## src/design/kpd_pkg.sv

```systemverilog
package kpd_pkg;

    // scanned columns, counted 0 .. KPD_NUM_COLUMNS-1
    localparam int unsigned KPD_NUM_COLUMNS = 3;

    localparam int unsigned CFG_INDEX_W = 8;
    localparam int unsigned CFG_DATA_W  = 8;

    typedef logic [CFG_INDEX_W-1:0] cfg_index_t;
    typedef logic [CFG_DATA_W-1:0]  cfg_data_t;

    // configuration register indexes
    localparam cfg_index_t CFG_DEBOUNCE_COUNT = cfg_index_t'(0);
    localparam cfg_index_t CFG_BEEP_TICKS     = cfg_index_t'(1);

    // register reset values
    localparam logic [7:0] DEBOUNCE_COUNT_RST = 8'd3;
    localparam logic [7:0] BEEP_TICKS_RST     = 8'd5;

    // release ticks needed before a press can be counted
    localparam logic [1:0] RELEASE_NEEDED = 2'd2;

    typedef struct packed {
        logic [7:0] debounce_count;
        logic [7:0] beep_ticks;
    } kpd_cfg_t;

    typedef struct packed {
        logic [7:0] beep_left;
        logic [3:0] seen_key;
        logic [3:0] prior_sample;
        logic [7:0] match_count;
        logic [1:0] release_ticks;
        logic [1:0] scan_column;
    } kpd_state_t;

    typedef struct packed {
        logic       buzzer_on;
        logic       press_valid;
        logic [1:0] press_row;
        logic [1:0] press_col;
        logic [3:0] press_key;
        logic [1:0] next_column;
    } kpd_result_t;

endpackage

```

## src/design/kpd_if.sv

```systemverilog
interface kpd_sample_if;
    logic       valid;
    logic       ready;
    logic [3:0] row_bits;

    modport source (output valid, output row_bits, input ready);
    modport sink   (input valid, input row_bits, output ready);
endinterface

interface kpd_event_if;
    logic       valid;
    logic       ready;
    logic       buzzer_on;
    logic       press_valid;
    logic [1:0] press_row;
    logic [1:0] press_col;
    logic [3:0] press_key;
    logic [1:0] next_column;

    modport source (output valid, output buzzer_on, output press_valid, output press_row,
                    output press_col, output press_key, output next_column, input ready);
    modport sink   (input valid, input buzzer_on, input press_valid, input press_row,
                    input press_col, input press_key, input next_column, output ready);
endinterface

interface kpd_cfg_if;
    logic                  valid;
    logic                  ready;
    kpd_pkg::cfg_index_t   index;
    kpd_pkg::cfg_data_t    data;

    modport source (output valid, output index, output data, input ready);
    modport sink   (input valid, input index, input data, output ready);
endinterface

```

## src/design/keypad_scan_debounce.sv

```systemverilog
// Keypad scanner with debounce and beeper. Each item on samples is one scan tick carrying
// the four row levels of the column being scanned; each tick yields exactly one item on
// events with the buzzer level, an optional debounced press (row, column, key index) and
// the column to drive next. Items pass through an input register, one pass of shallow
// logic against the scanner state, and a result register: one item per clock cycle is
// sustained while events is ready. The input register lets a new tick enter while the
// previous result waits. Configuration writes are always ready; index 0 sets the
// debounce count, index 1 the beep length, other indexes are ignored.
module keypad_scan_debounce (
    input logic        clk,
    input logic        rst_n,
    kpd_sample_if.sink samples,
    kpd_event_if.source events,
    kpd_cfg_if.sink    cfg
);
    import kpd_pkg::*;

    logic        in_valid_reg;
    logic [3:0]  in_rows_reg;
    logic        out_valid_reg;
    kpd_result_t out_reg;
    kpd_cfg_t    cfg_reg;
    kpd_state_t  state_reg;
    kpd_state_t  state_next;
    kpd_result_t result_next;
    logic        advance;

    // tick moves into the result register when that register is free or draining
    assign advance       = in_valid_reg && (!out_valid_reg || events.ready);
    assign samples.ready = !in_valid_reg || advance;
    assign cfg.ready     = 1'b1;

    // configuration registers
    always_ff @(posedge clk or negedge rst_n)
    begin
        if (!rst_n)
        begin
            cfg_reg.debounce_count <= DEBOUNCE_COUNT_RST;
            cfg_reg.beep_ticks     <= BEEP_TICKS_RST;
        end
        else if (cfg.valid)
        begin
            unique case (cfg.index)
                CFG_DEBOUNCE_COUNT: cfg_reg.debounce_count <= cfg.data;
                CFG_BEEP_TICKS:     cfg_reg.beep_ticks     <= cfg.data;
                default:            ;
            endcase
        end
    end

    // input register
    always_ff @(posedge clk or negedge rst_n)
    begin
        if (!rst_n)
            in_valid_reg <= 1'b0;
        else if (samples.ready)
            in_valid_reg <= samples.valid;
    end

    always_ff @(posedge clk)
    begin
        if (samples.valid && samples.ready)
            in_rows_reg <= samples.row_bits;
    end

    kpd_step u_step (
        .row_bits   (in_rows_reg),
        .cfg        (cfg_reg),
        .state      (state_reg),
        .state_next (state_next),
        .result     (result_next)
    );

    // scanner state
    always_ff @(posedge clk or negedge rst_n)
    begin
        if (!rst_n)
            state_reg <= '0;
        else if (advance)
            state_reg <= state_next;
    end

    // result register
    always_ff @(posedge clk or negedge rst_n)
    begin
        if (!rst_n)
            out_valid_reg <= 1'b0;
        else if (advance)
            out_valid_reg <= 1'b1;
        else if (events.ready)
            out_valid_reg <= 1'b0;
    end

    always_ff @(posedge clk)
    begin
        if (advance)
            out_reg <= result_next;
    end

    assign events.valid       = out_valid_reg;
    assign events.buzzer_on   = out_reg.buzzer_on;
    assign events.press_valid = out_reg.press_valid;
    assign events.press_row   = out_reg.press_row;
    assign events.press_col   = out_reg.press_col;
    assign events.press_key   = out_reg.press_key;
    assign events.next_column = out_reg.next_column;

endmodule

```

## src/design/kpd_step.sv

```systemverilog
module kpd_step (
    input  logic [3:0]           row_bits,
    input  kpd_pkg::kpd_cfg_t    cfg,
    input  kpd_pkg::kpd_state_t  state,
    output kpd_pkg::kpd_state_t  state_next,
    output kpd_pkg::kpd_result_t result
);
    import kpd_pkg::*;

    logic [1:0] row;
    logic [3:0] key;
    logic [7:0] match_inc;
    logic [2:0] col_inc;

    // lowest active row
    always_comb
    begin
        if (row_bits[0])
            row = 2'd0;
        else if (row_bits[1])
            row = 2'd1;
        else if (row_bits[2])
            row = 2'd2;
        else
            row = 2'd3;
    end

    assign key       = {state.scan_column, row};
    assign match_inc = state.match_count + 8'd1;
    assign col_inc   = {1'b0, state.scan_column} + 3'd1;

    // one scan tick
    always_comb
    begin
        state_next = state;
        result     = '0;

        // beeper countdown
        if (state.beep_left != 8'd0)
        begin
            result.buzzer_on     = 1'b1;
            state_next.beep_left = state.beep_left - 8'd1;
        end

        if (row_bits != 4'd0)
        begin
            state_next.seen_key = key;
            if (state.release_ticks == RELEASE_NEEDED)
            begin
                if (key == state.prior_sample)
                begin
                    state_next.match_count = match_inc;
                    if (match_inc == cfg.debounce_count)
                    begin
                        state_next.beep_left     = cfg.beep_ticks;
                        result.press_valid       = 1'b1;
                        result.press_row         = row;
                        result.press_col         = state.scan_column;
                        result.press_key         = key;
                        state_next.match_count   = 8'd0;
                        state_next.release_ticks = 2'd0;
                        state_next.prior_sample  = 4'd0;
                    end
                end
                else
                begin
                    state_next.prior_sample = key;
                    state_next.match_count  = 8'd0;
                end
            end
            else
            begin
                state_next.release_ticks = 2'd0;
            end
        end
        else if (state.seen_key[3:2] == state.scan_column
                 && state.release_ticks != RELEASE_NEEDED)
        begin
            state_next.release_ticks = state.release_ticks + 2'd1;
        end

        // cyclic column advance
        if (col_inc >= 3'(KPD_NUM_COLUMNS))
            state_next.scan_column = 2'd0;
        else
            state_next.scan_column = col_inc[1:0];
        result.next_column = state_next.scan_column;
    end

endmodule
```

## src/flat_wrapper.sv

```systemverilog
// flat-port wrapper written by rule: the top's interface ports become plain ports
module keypad_scan_debounce_flat import kpd_pkg::*;
  (clk, rst_n, samples_valid, samples_row_bits, samples_ready, events_valid, events_buzzer_on, events_press_valid, events_press_row, events_press_col, events_press_key, events_next_column, events_ready, cfg_valid, cfg_index, cfg_data, cfg_ready);
  kpd_sample_if samples_i ();
  kpd_event_if events_i ();
  kpd_cfg_if cfg_i ();
  input logic clk;
  input logic rst_n;
  input wire logic [$bits(samples_i.valid)-1:0] samples_valid;
  input wire logic [$bits(samples_i.row_bits)-1:0] samples_row_bits;
  output wire logic [$bits(samples_i.ready)-1:0] samples_ready;
  output wire logic [$bits(events_i.valid)-1:0] events_valid;
  output wire logic [$bits(events_i.buzzer_on)-1:0] events_buzzer_on;
  output wire logic [$bits(events_i.press_valid)-1:0] events_press_valid;
  output wire logic [$bits(events_i.press_row)-1:0] events_press_row;
  output wire logic [$bits(events_i.press_col)-1:0] events_press_col;
  output wire logic [$bits(events_i.press_key)-1:0] events_press_key;
  output wire logic [$bits(events_i.next_column)-1:0] events_next_column;
  input wire logic [$bits(events_i.ready)-1:0] events_ready;
  input wire logic [$bits(cfg_i.valid)-1:0] cfg_valid;
  input wire logic [$bits(cfg_i.index)-1:0] cfg_index;
  input wire logic [$bits(cfg_i.data)-1:0] cfg_data;
  output wire logic [$bits(cfg_i.ready)-1:0] cfg_ready;
  assign samples_i.valid = samples_valid;
  assign samples_i.row_bits = samples_row_bits;
  assign samples_ready = samples_i.ready;
  assign events_valid = events_i.valid;
  assign events_buzzer_on = events_i.buzzer_on;
  assign events_press_valid = events_i.press_valid;
  assign events_press_row = events_i.press_row;
  assign events_press_col = events_i.press_col;
  assign events_press_key = events_i.press_key;
  assign events_next_column = events_i.next_column;
  assign events_i.ready = events_ready;
  assign cfg_i.valid = cfg_valid;
  assign cfg_i.index = cfg_index;
  assign cfg_i.data = cfg_data;
  assign cfg_ready = cfg_i.ready;
  keypad_scan_debounce u_core (.clk(clk), .rst_n(rst_n), .samples(samples_i), .events(events_i), .cfg(cfg_i));
endmodule
```

## config.mk

```make
export PLATFORM = sky130hd
export DESIGN_NAME = keypad_scan_debounce_flat
export DESIGN_NICKNAME = d
export VERILOG_FILES = /design/src/design/kpd_pkg.sv /design/src/design/kpd_if.sv /design/src/design/keypad_scan_debounce.sv /design/src/design/kpd_step.sv /design/src/flat_wrapper.sv
export SDC_FILE = /design/constraint.sdc
export NUM_CORES = 1
export LEC_CHECK = 0
export BUFFER_PORTS_ARGS = -buffer_cell sky130_fd_sc_hd__clkbuf_2
export CAP_MARGIN = 25
export CORE_MARGIN = 2
export CORE_UTILIZATION = 40
export DETAILED_ROUTE_END_ITERATION = 6
export HOLD_SLACK_MARGIN = 0.02
export PLACE_DENSITY = 0.72
export SKIP_LAST_GASP = 1
export SLEW_MARGIN = 5
export SYNTH_ARGS = -nofsm -noshare
export SYNTH_HDL_FRONTEND = slang
export SYNTH_SLANG_ARGS = --single-unit
```

## constraint.sdc

```tcl
create_clock -name clk -period 2.08 [get_ports clk]
set_input_delay 0.208 -clock clk [delete_from_list [all_inputs] [get_ports clk]]
set_output_delay 0.208 -clock clk [all_outputs]
set_load 0.02 [all_outputs]
```

# [Word level (Yosys, flattened, before mapping)]
# Index checks and enable logic that the tools add are counted.
[word_totals] out_inout_bits=15 word_cells=71 inputBits=25 reg_bits=62
[classes] n_mux=20 n_eq_ne=9 magnitude_cmp=1 n_reduce_logical=20 n_addsub=4
[ops] cell="8-bit two-way mux" count=4
[ops] cell="12-bit two-way mux" count=2
[ops] cell="24-bit two-way mux" count=1
[ops] cell="14-bit two-way mux" count=1
[ops] cell="2-bit two-way mux" count=7
[ops] cell="4-bit AND reduction" count=3
[ops] cell="9-bit two-way mux" count=1
[ops] cell="8-bit by 1-bit adder with 8-bit output, second input constant" count=1
[ops] cell="8-bit by 1-bit equality test with 1-bit output, second input constant" count=1
[ops] cell="8-bit equality test" count=1
[ops] cell="8-bit logical NOT" count=1
[ops] cell="8-bit nonzero test" count=1
[ops] cell="8-bit by 1-bit subtractor with 8-bit output, second input constant" count=1
[ops] cell="3-bit by 2-bit inequality test with 1-bit output, second input constant" count=2
[ops] cell="2-bit AND reduction" count=3
[ops] cell="3-bit AND reduction" count=2
[ops] cell="4-bit equality test" count=1
[ops] cell="1-bit two-way mux" count=4
[ops] cell="2-bit nonzero test" count=2
[ops] cell="4-bit nonzero test" count=1
[ops] cell="2-bit by 1-bit adder with 3-bit output, second input constant" count=1
[ops] cell="3-bit by 2-bit >= comparator with 1-bit output, second input constant" count=1
[ops] cell="1-bit logical AND" count=3
[ops] cell="2-bit by 1-bit adder with 2-bit output, second input constant" count=1
[ops] cell="other kinds (6)" count=8

# [Longest topological paths before layout]
# Gate-level depths: netlist (run 1).
[depth] depth_word=7 mapped_depth=8 mapped_depth_nobuf=8

# [Modules after synthesis]
# Synthesis (run 1) repeated with hierarchy kept, for this count alone.
[unflattened] cells_unflattened=291 hier_area_um2=3437.0
[modules_own_cells] module="keypad_scan_debounce" instances=1 area_each_um2=2312.2 cells_each=123
[modules_own_cells] module="kpd_step" instances=1 area_each_um2=1124.8 cells_each=168

# [Least setup slack after synthesis (run 1)]
# OpenSTA, ideal clock, no wires.
[synth_path] path_type="reg2reg" from="register u_core.state_reg[4] (netlist bit)" to="register u_core.state_reg[25] (netlist bit)" slack_ns=-0.196 n_path_buf=0 arrival_ns=2.152 stages_incl_launch_ff=9 setup_time_ns=0.124 cell_sequence="dfrtp_1 ha_1 nand2b_1 o211a_1 o32ai_2 and4b_2 a31oi_4 nor4b_1 a211o_1"
[synth_via] elab_chain_len=6
[synth_lines] element="start: declaration" line="keypad_scan_debounce.sv:23" source="kpd_state_t state_reg;"
[synth_lines] element="start signal: assignment" line="keypad_scan_debounce.sv:80" source="state_reg <= state_next;"
[synth_lines] element="8-bit by 1-bit adder with 8-bit output" line="kpd_step.sv:29" source="assign match_inc = state.match_count + 8'd1;"
[synth_lines] element="8-bit equality test" line="kpd_step.sv:53" source="if (match_inc == cfg.debounce_count)"
[synth_lines] element="8-bit two-way mux" line="kpd_step.sv:53"
[synth_lines] element="8-bit two-way mux" line="kpd_step.sv:50" source="if (key == state.prior_sample)"
[synth_lines] element="8-bit two-way mux" line="kpd_step.sv:48" source="if (state.release_ticks == RELEASE_NEEDED)"
[synth_lines] element="24-bit two-way mux" line="kpd_step.sv:45" source="if (row_bits != 4'd0)"
# No other way between the ends.
# A chain may end at the register's enable or synchronous reset.

# [Worst setup path in the final report (run 1)]
[layout_path] from="register u_core.state_reg[4] (netlist bit)" to="register u_core.state_reg[24] (netlist bit)"
# The elaborated chain is that of the path after synthesis.

==> metrics.cfg, run 1 <==
[yosys]
post_synth_instance_area_um2=2880
postSynth.topFlopCell=sky130_fd_sc_hd__dfrtp_1
synth_enable_flop_cells=12
yosysMostFrequentCell=sky130_fd_sc_hd__dfrtp_1
netlist-cell-type-count=61
synth.yosys.seq_area_share_pct=50.9
mean_area_per_synthesized_cell_um2=11.3
postSynthRegisterBits=56
synth_commonest_cells=40 x sky130_fd_sc_hd__dfrtp_1, 28 x sky130_fd_sc_hd__nand2_1, 20 x sky130_fd_sc_hd__mux2_2
postSynthNetCount=283
synth.top_cells.by_area=sky130_fd_sc_hd__dfrtp_1 35%, sky130_fd_sc_hd__edfxtp_1 13%, sky130_fd_sc_hd__mux2_2 7.8%
ys_async_sr_fraction_pct=78.6
yosysTopAreaCell=sky130_fd_sc_hd__dfrtp_1
synth_top_area_share_pct=34.8
synthesis.yosys.warnings=0
syn_inst=255

[routing]
iteration_0_drc_markers=88
ant_nets=0
total_routed_wirelength_mm=6.16
average_wire_per_cell_in_the_routed_design_um=14.6
drt_first_pass_iters=4
drcViolationCount=0
vias=2203
ratio_of_routed_vias_to_standard_cells=5.22

[floorplanning]
design.die.area_um2=7900
height_of_the_chip_um=88.9
die_width_um=88.9
initial_core_util_pct=41.9
core_area_um2=6870
ios=40
placement_rows=30

[timing]
final-hold-violation-count=0
timing.max_slew.rel_slack_pct=61.5
setup-tns-final_ns=-2.60
max_freq_ghz=0.437
final_period_minus_worst_setup_slack_ns=2.29
min_period_over_period_pct=110
finalSetupViolCount=26
rsz0062_at_grt=yes
finalMaxSlewViolations=0
hold_ws_ns=0.0577
postLayoutSetupSlackWorst_ns=-0.209
worstMarginPinSlew_ns=0.578
worst_clock_skew_ns=0.0106

[global_routing]
first_pass_grt_wire_length_mm=10.1
gr-total-overflow=0
globalRouteTotalUtil_pct=16.9
grt_antenna_before_repair=0
maximum_number_of_pins_on_one_net_before_global_route_repair=45
first_global_vias=2173

[setup_path]
timing.critical_path.from_type=flop
category_of_the_worst_setup_path_capture_point=flop
worst-setup-path-type=flop to flop
worst-path-max-fanout=5
worst_ep_required_ns=2.28
worstPathArrival_ns=2.49
ff2ff_setup_slack_ns=-0.21

[finish]
post_layout_nonfiller_instances=422
final_cell_area_um2=3730
area_growth_syn_to_layout_pct=29.5
largest_register_ff_count=26
ant_diodes=0
post-route-util_pct=54.3
finish.net_count=353
drive_gt1_share_pct=44.8

[place]
gp_congestion=0.808
detailed_place_hpwl_mm=4.33
placedInstanceArea_um2=3360
place.port_buffers=38
placed_cells=404
pre_cts_ws_ns=-0.172

[clock_network]
numClockSinks=56
tritoncts=done
h_tree_levels=2
clk-insertion-delay-late_ns=0.32
numCtsBuffers=5
cts-root-to-sink-buffers=2
clk_pin_slew_worst_paths_ns=0.10
cts_root_buffer=sky130_fd_sc_hd__clkbuf_8

[min_path]
hp-class=input pin to flop

[power_and_ir_drop]
p_leak_nw=1.65
power.ir.vdd_worst_mv=0.390
post-layout-total-power_mw=3.15
p_per_area_nw_per_um2=845

[flow_run]
maxcap_viol_count=0

[outcome]
failed_checks=setup timing
status=finished, violations left

==> cells in the final DEF, fill, tap and decap left out, types with 3 or more instances in the layout <==
| cell type | count |
|---|---|
| sky130_fd_sc_hd__o21ai_0 | 6 |
| sky130_fd_sc_hd__xor2_1 | 7 |
| sky130_fd_sc_hd__o21ai_1 | 5 |
| sky130_fd_sc_hd__nand2b_1 | 4 |
| sky130_fd_sc_hd__or3_1 | 3 |
| sky130_fd_sc_hd__xnor2_1 | 6 |
| sky130_fd_sc_hd__inv_1 | 5 |
| sky130_fd_sc_hd__o31ai_2 | 3 |
| sky130_fd_sc_hd__dfstp_2 | 4 |
| sky130_fd_sc_hd__and2_1 | 3 |
| sky130_fd_sc_hd__nand2_2 | 5 |
| sky130_fd_sc_hd__nor2_1 | 11 |
| sky130_fd_sc_hd__mux2i_1 | 3 |
| sky130_fd_sc_hd__dfrtp_1 | 39 |
| sky130_fd_sc_hd__nand3_1 | 5 |
| sky130_fd_sc_hd__nand2_1 | 24 |
| sky130_fd_sc_hd__clkbuf_2 | 38 |
| sky130_fd_sc_hd__clkbuf_8 | 5 |
| sky130_fd_sc_hd__edfxtp_1 | 12 |
| sky130_fd_sc_hd__buf_4 | 31 |
| sky130_fd_sc_hd__a31o_2 | 3 |
| sky130_fd_sc_hd__nor3_1 | 6 |
| sky130_fd_sc_hd__buf_6 | 5 |
| sky130_fd_sc_hd__mux2_2 | 20 |
==> where the power goes <==
group	switching, mW	internal [mW]
logic	0.504	0.448
clock network	0.354	0.433
registers	0.124	1.29
total	0.982	2.17
==> area by class of cell <==
type,instances,area (µm²)
clock inverter,1,30.0
clock buffer,7,97.6
inverter,7,26.3
fill,588,3140
sequential,56,1470
multi-input combinational,179,1480
tap,96,120
timing repair buffer,76,509
==> routing by layer <==
layer | up-vias | track usage (%) | routed length [µm]
met5 | - | 0 | 0
li1 | 1066 | - | -
met2 | 53 | 29.0 | 3110
met3 | 7 | 3.73 | 261
met4 | 0 | 5.65 | 58
met1 | 1077 | 20.9 | 2730
==> worst max-delay path, stage by stage, from the launching register on <==
cell and delay, ns:
sky130_fd_sc_hd__dfrtp_1 0.42, sky130_fd_sc_hd__ha_4 0.19, sky130_fd_sc_hd__and3_4 0.19, sky130_fd_sc_hd__and4_1 0.14, sky130_fd_sc_hd__o211ai_1 0.31, sky130_fd_sc_hd__buf_4 0.18
sky130_fd_sc_hd__nand4b_4 0.19, sky130_fd_sc_hd__nor3_4 0.06, sky130_fd_sc_hd__buf_4 0.15, sky130_fd_sc_hd__a221o_1 0.34
==> path summary, 6_finish.rpt <==
kind,start,endpoint,cells after the start
min in group asynchronous,rst_n,u_core.cfg_reg[15],3
max in group asynchronous,rst_n,u_core.state_reg[7],3
hold reg to reg,u_core.in_valid_reg,u_core.events.valid,1
setup reg to reg,u_core.state_reg[4],u_core.state_reg[24],9
setup / recovery,u_core.state_reg[4],u_core.state_reg[24],9
hold / removal,samples_row_bits[3],u_core.in_rows_reg[3],1
==> kinds of logic (layout without fill, tap and decap cells) <==
family | Yosys count | in the layout | share of synthesized area, %
and+or+nand+nor | 92 | 92 | 17.9
DFF | 56 | 56 | 50.9
AOI/OAI and AO/OA | 46 | 46 | 12.9
muxes | 23 | 23 | 8.86
buffers and inverters | 20 | 91 | 3.43
xor gates and xnor gates | 14 | 14 | 4.52
adders and majority gates | 3 | 3 | 1.30
other | 1 | 1 | 0.130
==> timing repair <==
item / 4_1_cts / 5_1_grt
setup buffers: 6 / 4
hold buffers: 1 / 0
hold endpoints to repair: 40 / 0
resized for setup: 12 / 28
setup endpoints to repair: 23 / 27
pin swaps: 14 / 11
gates cloned: 0 / 0
Note: power is estimated with default switching activity, not from simulation.
==> inputs of run 2 (changes only) <==
--- a/config.mk
+++ b/config.mk
@@ -7,7 +7,6 @@
 export LEC_CHECK = 0
 export BUFFER_PORTS_ARGS = -buffer_cell sky130_fd_sc_hd__clkbuf_2
 export CAP_MARGIN = 25
-export CORE_MARGIN = 2
 export CORE_UTILIZATION = 40
 export DETAILED_ROUTE_END_ITERATION = 6
 export HOLD_SLACK_MARGIN = 0.02
==> run 2 against run 1 <==
Against the previous run:
- the run still ends with setup timing left
- total power is 2.8% lower
- cell count is 0.24% higher
- sequential share of layout area is 0.16 points higher
- global-route usage is 0.63 points higher
- register-to-register slack better by 0.05 ns
- fmax is 2.2% higher
- routed wire length is 1.9% higher
- combinational power is 0.9% lower
- critical path depth is 1 lower
==> metrics.cfg, run 2 (synthesis gave the netlist of run 1 again) <==
[outcome]
status=finished, violations left  ; unchanged
failed_checks=setup timing  ; unchanged

[clock_network]
tritoncts=done  ; unchanged
clk-insertion-delay-late_ns=0.31  ; was 0.32 ns
cts_root_buffer=sky130_fd_sc_hd__clkbuf_8  ; unchanged
clk_pin_slew_worst_paths_ns=0.10  ; about the same
numCtsBuffers=5  ; unchanged
h_tree_levels=2  ; unchanged
cts-root-to-sink-buffers=2  ; unchanged
numClockSinks=56  ; unchanged

[finish]
largest_register_ff_count=26  ; unchanged
layout.filler_cells=605  ; was 588
area_growth_syn_to_layout_pct=29.0  ; was 29.5%
finish.net_count=354  ; was 353
drive_gt1_share_pct=44.3  ; was 44.8%
ant_diodes=0  ; unchanged
layout.cells.most_common_list=39 x sky130_fd_sc_hd__dfrtp_1, 38 x sky130_fd_sc_hd__clkbuf_2, 35 x sky130_fd_sc_hd__buf_4  ; was 39 x sky130_fd_sc_hd__dfrtp_1, 38 x sky130_fd_sc_hd__clkbuf_2, 31 x sky130_fd_sc_hd__buf_4
most_common_cell_after_layout_fill_and_taps_aside=sky130_fd_sc_hd__dfrtp_1  ; unchanged

[global_routing]
first_pass_grt_wire_length_mm=10.1  ; about the same
maximum_number_of_pins_on_one_net_before_global_route_repair=45  ; unchanged
first_global_vias=2217  ; was 2,173
gr-total-overflow=0  ; unchanged
grt_antenna_before_repair=0  ; unchanged
globalRouteTotalUtil_pct=17.5  ; was 16.9%

[routing]
drt_first_pass_iters=4  ; unchanged
ratio_of_routed_vias_to_standard_cells=5.31  ; was 5.22
vias=2247  ; was 2,203
drcViolationCount=0  ; unchanged
average_wire_per_cell_in_the_routed_design_um=14.8  ; was 14.6 µm
ant_nets=0  ; unchanged
iteration_0_drc_markers=113  ; was 88
total_routed_wirelength_mm=6.28  ; was 6.16 mm

[timing]
rsz0062_at_grt=yes  ; unchanged
finalSetupViolCount=18  ; was 26
worstMarginPinSlew_ns=0.553  ; was 0.578 ns
timing.max_slew.rel_slack_pct=63.1  ; was 61.5%
final-hold-violation-count=0  ; unchanged
postLayoutSetupSlackWorst_ns=-0.159  ; was -0.209 ns
max_freq_ghz=0.447  ; was 0.437 GHz
finalMaxSlewViolations=0  ; unchanged
worst_clock_skew_ns=0.00988  ; was 0.0106 ns
final_period_minus_worst_setup_slack_ns=2.24  ; was 2.29 ns
setup-tns-final_ns=-1.26  ; was -2.60 ns
min_period_over_period_pct=108  ; was 110%

[floorplanning]
design.die.area_um2=7540  ; was 7900 µm²
core_area_um2=6870  ; unchanged
initial_core_util_pct=41.9  ; unchanged
die_width_um=86.9  ; was 88.9 µm
ios=40  ; unchanged
placement_rows=30  ; unchanged
height_of_the_chip_um=86.9  ; was 88.9 µm

[place]
pre_cts_ws_ns=-0.106  ; was -0.172 ns
gp_congestion=0.811  ; was 0.808
place.port_buffers=38  ; unchanged
detailed_place_hpwl_mm=4.37  ; was 4.33 mm

[setup_path]
worstPathCellList=ha_4, nand2b_4, o211a_1, o32ai_4, and4b_2, a31oi_4, buf_4, a221o_1  ; was ha_4, and3_4, and4_1, o211ai_1, buf_4, nand4b_4, nor3_4, buf_4, a221o_1
worstPathArrival_ns=2.43  ; was 2.49 ns
path_delay_family=compound AO/OA/AOI/OAI gates  ; unchanged
worst_ep_required_ns=2.28  ; about the same
crit_buf_inv=1  ; was 2
worst_path_largest_cell_delay_ns=0.43  ; was 0.42 ns
timing.critical_path.from_type=flop  ; unchanged
slowest_stage=sky130_fd_sc_hd__dfrtp_1  ; unchanged
worst-path-max-fanout=5  ; unchanged
worst-setup-path-type=flop to flop  ; unchanged
category_of_the_worst_setup_path_capture_point=flop  ; unchanged

[power_and_ir_drop]
p_leak_nw=1.64  ; was 1.65 nW
p_per_area_nw_per_um2=825  ; was 845 nW/µm²
power.ir.vdd_worst_mv=0.425  ; was 0.390 mV

[flow_run]
maxcap_viol_count=0  ; unchanged

[min_path]
hp-class=input pin to flop  ; unchanged

run 2: changes by cell type in the layout (fill, tap and decap cells not counted), sizes merged:
| cell | previous run | this run |
|---|---|---|
| buf | 37 | 38 |
run 2: final timing paths:
kind / from / end / slack [ns] / cells past startpoint
setup / recovery: u_core.state_reg[4] / u_core.state_reg[22] / -0.16 / 8
hold / removal: samples_row_bits[0] / u_core.in_rows_reg[0] / 0.07 / 1
setup reg to reg: u_core.state_reg[4] / u_core.state_reg[22] / -0.16 / 8
hold reg to reg: u_core.state_reg[11] / u_core.state_reg[11] / 0.52 / 1
max in group asynchronous: rst_n / u_core.state_reg[7] / 1.17 / 3
min in group asynchronous: rst_n / u_core.state_reg[11] / 0.51 / 3
run 2: repair_timing:
item                                    CTS  global route
endpoints found under the setup margin   21            25
pin swaps                                 2            14
resized for setup                         8            30
endpoints found under the hold margin    40             0
cloned                                    0             0
setup buffers                             2             6
hold buffers                              1             0
run 2: worst register-to-register path, delay by kind of cell (launching register included):
| family | cells | cell delay [ns] |
|---|---|---|
| flip-flops | 1 | 0.43 |
| AO/OA/AOI/OAI | 4 | 0.81 |
| AND/OR/NAND/NOR | 2 | 0.49 |
| adder cells (fa/ha/maj) | 1 | 0.20 |
| buffers and inverters | 1 | 0.18 |
run 2: cell type report:
type	count	area, µm²	area share, %
multi-input combinational	179	1500	40.3
sequential	56	1470	39.5
timing repair buffer	77	497	13.4
tap	96	120	3.23
clock buffer	7	76.3	2.05
clock inverter	1	30.0	0.808
inverter	7	26.3	0.707
run 2: metrics by stage:
stage / hold WS (ns) / power [mW] / cell area [µm²] / utilization [%] / cells
final: 0.0682 / 3.07 / 3720 / 54.1 / 423
after global routing: 0.0436 / 3.25 / 3720 / 54.1 / 423
after CTS: 0.0634 / 2.98 / 3540 / 51.6 / 417
after detailed placement: 0.326 / 2.26 / 3370 / 49.0 / 406
after global placement: 0.323 / 2.23 / 3370 / 49.0 / 406
after floorplan: -0.0876 / 1.97 / 2900 / - / 255
run 2: per-layer routing:
metal / vias to the layer above / routed length (µm) / global-route usage, %
li1: 1070 / - / -
met1: 1118 / 2610 / 20.7
met4: 0 / 110 / 6.36
met5: - / 0 / 0
met3: 10 / 213 / 3.32
met2: 49 / 3350 / 31.4
run 2: power breakdown:
group	leakage (nW)	switching [mW]	total (mW)	internal (mW)
clock	0.0524	0.338	0.698	0.361
combinational	0.912	0.504	0.943	0.439
sequential	0.679	0.134	1.42	1.29
total	1.64	0.975	3.07	2.09
==> inputs of run 3 (changes only) <==
--- a/config.mk
+++ b/config.mk
@@ -7,10 +7,10 @@
 export LEC_CHECK = 0
 export BUFFER_PORTS_ARGS = -buffer_cell sky130_fd_sc_hd__clkbuf_2
 export CAP_MARGIN = 25
-export CORE_UTILIZATION = 40
+export CORE_UTILIZATION = 57
 export DETAILED_ROUTE_END_ITERATION = 6
 export HOLD_SLACK_MARGIN = 0.02
-export PLACE_DENSITY = 0.72
+export PLACE_DENSITY = 0.9
 export SKIP_LAST_GASP = 1
 export SLEW_MARGIN = 5
 export SYNTH_ARGS = -nofsm -noshare
==> constraint.sdc (replaced) <==
create_clock -name clk -period 2.1 [get_ports clk]
set_input_delay 0.21 -clock clk [delete_from_list [all_inputs] [get_ports clk]]
set_output_delay 0.21 -clock clk [all_outputs]
set_load 0.02 [all_outputs]
==> run 3 against run 2 <==
Against the previous run:
- the flow still finishes with violations (setup timing)
- flip-flop and latch count is the same
- clock power down 14%
- fmax fell by 3.0%
- first-iteration DRC count increased by 140%
- critical path depth decreased by 1
- setup slack lost 0.050 ns
- largest cell class is now registers
- largest power group unchanged
==> metrics.cfg, run 3 (synthesis gave the netlist of run 1 again) <==
[outcome]
status=finished, violations left  ; unchanged
failed_checks=setup timing  ; unchanged

[clock_network]
clk_pin_slew_worst_paths_ns=0.10  ; about the same
numCtsBuffers=5  ; unchanged
cts-root-to-sink-buffers=2  ; unchanged
h_tree_levels=2  ; unchanged
clk-insertion-delay-late_ns=0.31  ; about the same
numClockSinks=56  ; unchanged
cts_root_buffer=sky130_fd_sc_hd__clkbuf_8  ; unchanged
tritoncts=done  ; unchanged

[floorplanning]
core_area_um2=4790  ; was 6870 µm²
ios=40  ; unchanged
height_of_the_chip_um=73.1  ; was 86.9 µm
design.die.area_um2=5340  ; was 7540 µm²
placement_rows=25  ; was 30
die_width_um=73.1  ; was 86.9 µm
initial_core_util_pct=60.2  ; was 41.9%

[routing]
total_routed_wirelength_mm=7.32  ; was 6.28 mm
iteration_0_drc_markers=271  ; was 113
ratio_of_routed_vias_to_standard_cells=6.06  ; was 5.31
vias=2347  ; was 2,247
average_wire_per_cell_in_the_routed_design_um=18.9  ; was 14.8 µm
ant_nets=0  ; unchanged
drcViolationCount=0  ; unchanged
drt_first_pass_iters=4  ; unchanged

[place]
gp_congestion=0.901  ; was 0.811
placed_cells=373  ; was 406
placedInstanceArea_um2=3300  ; was 3370 µm²
pre_cts_ws_ns=-0.109  ; was -0.106 ns
detailed_place_hpwl_mm=4.71  ; was 4.37 mm
place.port_buffers=38  ; unchanged

[power_and_ir_drop]
switching_share_pct=34.6  ; was 31.8%
netSwitchingPower_mw=1.02  ; was 0.975 mW
internal_power_mw=1.92  ; was 2.09 mW
post-layout-total-power_mw=2.94  ; was 3.07 mW
p_leak_nw=1.58  ; was 1.64 nW
power.ir.vdd_worst_mv=0.625  ; was 0.425 mV
p_per_area_nw_per_um2=830  ; was 825 nW/µm²
p_seq_share_pct=48.4  ; was 46.5%
pwr-share-comb_pct=31.2  ; was 30.8%
clock_power_share_pct=20.4  ; was 22.8%

[finish]
largest_register_ff_count=26  ; unchanged
layout.cells.most_common_list=38 x sky130_fd_sc_hd__clkbuf_2, 38 x sky130_fd_sc_hd__dfrtp_1, 31 x sky130_fd_sc_hd__buf_4  ; was 39 x sky130_fd_sc_hd__dfrtp_1, 38 x sky130_fd_sc_hd__clkbuf_2, 35 x sky130_fd_sc_hd__buf_4
final_cell_area_um2=3540  ; was 3720 µm²
layout.filler_cells=277  ; was 605
drive_gt1_share_pct=41.3  ; was 44.3%
multi_input_area_um2=1440  ; was 1500 µm²
post_layout_nonfiller_instances=387  ; was 423
finish.net_count=347  ; was 354
seqCellArea_um2=1470  ; about the same
post-route-util_pct=73.9  ; was 54.1%
area_growth_syn_to_layout_pct=22.8  ; was 29.0%
ant_diodes=0  ; unchanged

[setup_path]
r2r_cells=7  ; was 8
ff2ff_setup_slack_ns=-0.21  ; was -0.16 ns
crit_buf_inv=0  ; was 1
worst_ep_required_ns=2.31  ; was 2.28 ns
critical_path.reg2reg.startpoint=u_core.cfg_reg[10]  ; was u_core.state_reg[4]
crit_cells=7  ; was 8
worst-setup-path-type=flop to flop  ; unchanged
slowest_stage=sky130_fd_sc_hd__dfrtp_1  ; unchanged
worstReg2RegEnd=u_core.state_reg[25]  ; was u_core.state_reg[22]
crit_end=u_core.state_reg[25]  ; was u_core.state_reg[22]
worstPathArrival_ns=2.51  ; was 2.43 ns
category_of_the_worst_setup_path_capture_point=flop  ; unchanged
path_delay_family=compound AO/OA/AOI/OAI gates  ; unchanged
worst_path_largest_cell_delay_ns=0.48  ; was 0.43 ns
worst-path-max-fanout=6  ; was 5
worstPathCellList=nand2b_1, o211a_1, o32ai_4, and4b_2, a31oi_4, nor4b_4, a211o_1  ; was ha_4, nand2b_4, o211a_1, o32ai_4, and4b_2, a31oi_4, buf_4, a221o_1
timing.critical_path.from_type=flop  ; unchanged
worstSetupStartpoint=u_core.cfg_reg[10]  ; was u_core.state_reg[4]

[timing]
postLayoutSetupSlackWorst_ns=-0.209  ; was -0.159 ns
max_freq_ghz=0.433  ; was 0.447 GHz
final-hold-violation-count=0  ; unchanged
finalSetupViolCount=25  ; was 18
final_period_minus_worst_setup_slack_ns=2.31  ; was 2.24 ns
rsz0062_at_grt=yes  ; unchanged
finalMaxSlewViolations=0  ; unchanged
worst_clock_skew_ns=0.00656  ; was 0.00988 ns
setup-tns-final_ns=-3.20  ; was -1.26 ns
hold_ws_ns=0.0650  ; was 0.0682 ns
min_period_over_period_pct=110  ; was 108%

[global_routing]
first_global_vias=2301  ; was 2,217
maximum_number_of_pins_on_one_net_before_global_route_repair=28  ; was 45
first_pass_grt_wire_length_mm=10.7  ; was 10.1 mm
globalRouteTotalUtil_pct=26.6  ; was 17.5%
grt_antenna_before_repair=0  ; unchanged
gr-total-overflow=0  ; unchanged

[min_path]
hp-class=input pin to flop  ; unchanged

[flow_run]
maxcap_viol_count=0  ; unchanged

[run 3: changes by cell type in the layout (fill, tap and decap cells not counted), moves of 2 or more]
cell                      before  now
sky130_fd_sc_hd__a31o_2        0    3
sky130_fd_sc_hd__nor2_1        9   12
sky130_fd_sc_hd__buf_4        35   31
sky130_fd_sc_hd__nand2_1      23   27
sky130_fd_sc_hd__buf_6         3    0
sky130_fd_sc_hd__nand2_2       4    2
sky130_fd_sc_hd__and2_4        0    2
sky130_fd_sc_hd__and2_1        4    2
sky130_fd_sc_hd__a31o_4        3    0
sky130_fd_sc_hd__nor2_2        3    0
sky130_fd_sc_hd__o21ai_0       9    7
sky130_fd_sc_hd__o21ai_1       2    5
sky130_fd_sc_hd__nand2_4       2    0
[run 3: area by class of cell]
cell class	instances	area share, %
inverter	7	0.743
sequential	56	41.5
clock buffer	6	2.05
tap	67	2.37
timing repair buffer	70	12.2
multi-input combinational	179	40.7
clock inverter	2	0.389
[run 3: how the worst min path moves through the flow]
stage	start	to	slack, ns	cells after the start
4_1_cts	samples_row_bits[2]	u_core.in_rows_reg[2]	0.07	1
2_1_floorplan	rst_n	u_core.cfg_reg[10]	-0.09	0
3_3_place_gp	rst_n	u_core.cfg_reg[10]	0.16	1
3_5_place_dp	rst_n	u_core.cfg_reg[3]	0.17	1
6_report	samples_row_bits[2]	u_core.in_rows_reg[2]	0.06	1
5_1_grt	samples_row_bits[0]	u_core.in_rows_reg[0]	0.05	1
[run 3: worst reg2reg max path, stage by stage, from the launching register on]
cell and delay (ns):
sky130_fd_sc_hd__dfrtp_1 0.48, sky130_fd_sc_hd__nand2b_1 0.24, sky130_fd_sc_hd__o211a_1 0.27, sky130_fd_sc_hd__o32ai_4 0.29
sky130_fd_sc_hd__and4b_2 0.36, sky130_fd_sc_hd__a31oi_4 0.14, sky130_fd_sc_hd__nor4b_4 0.18, sky130_fd_sc_hd__a211o_1 0.24
[run 3: repair_timing]
item,4_1_cts,5_1_grt
hold buffers,1,0
endpoints found under the setup margin,20,25
pin swaps,4,10
endpoints found under the hold margin,16,0
setup buffers,0,5
gates resized for setup,11,13
[run 3: power by group through the flow]
stage	registers, mW	logic [mW]	clock network, mW
3_3_place_gp	1.41	0.765	0
2_1_floorplan	1.41	0.540	0
6_report	1.42	0.916	0.599
3_5_place_dp	1.43	0.815	0
4_1_cts	1.41	0.839	0.590
5_1_grt	1.44	0.981	0.639
[run 3: per-layer routing]
metal	routed length [µm]	track usage (%)	up-vias
met4	284	9.15	0
li1	-	-	1053
met1	2760	34.2	1141
met3	423	3.87	35
met2	3860	45.9	118
met5	0	0	-
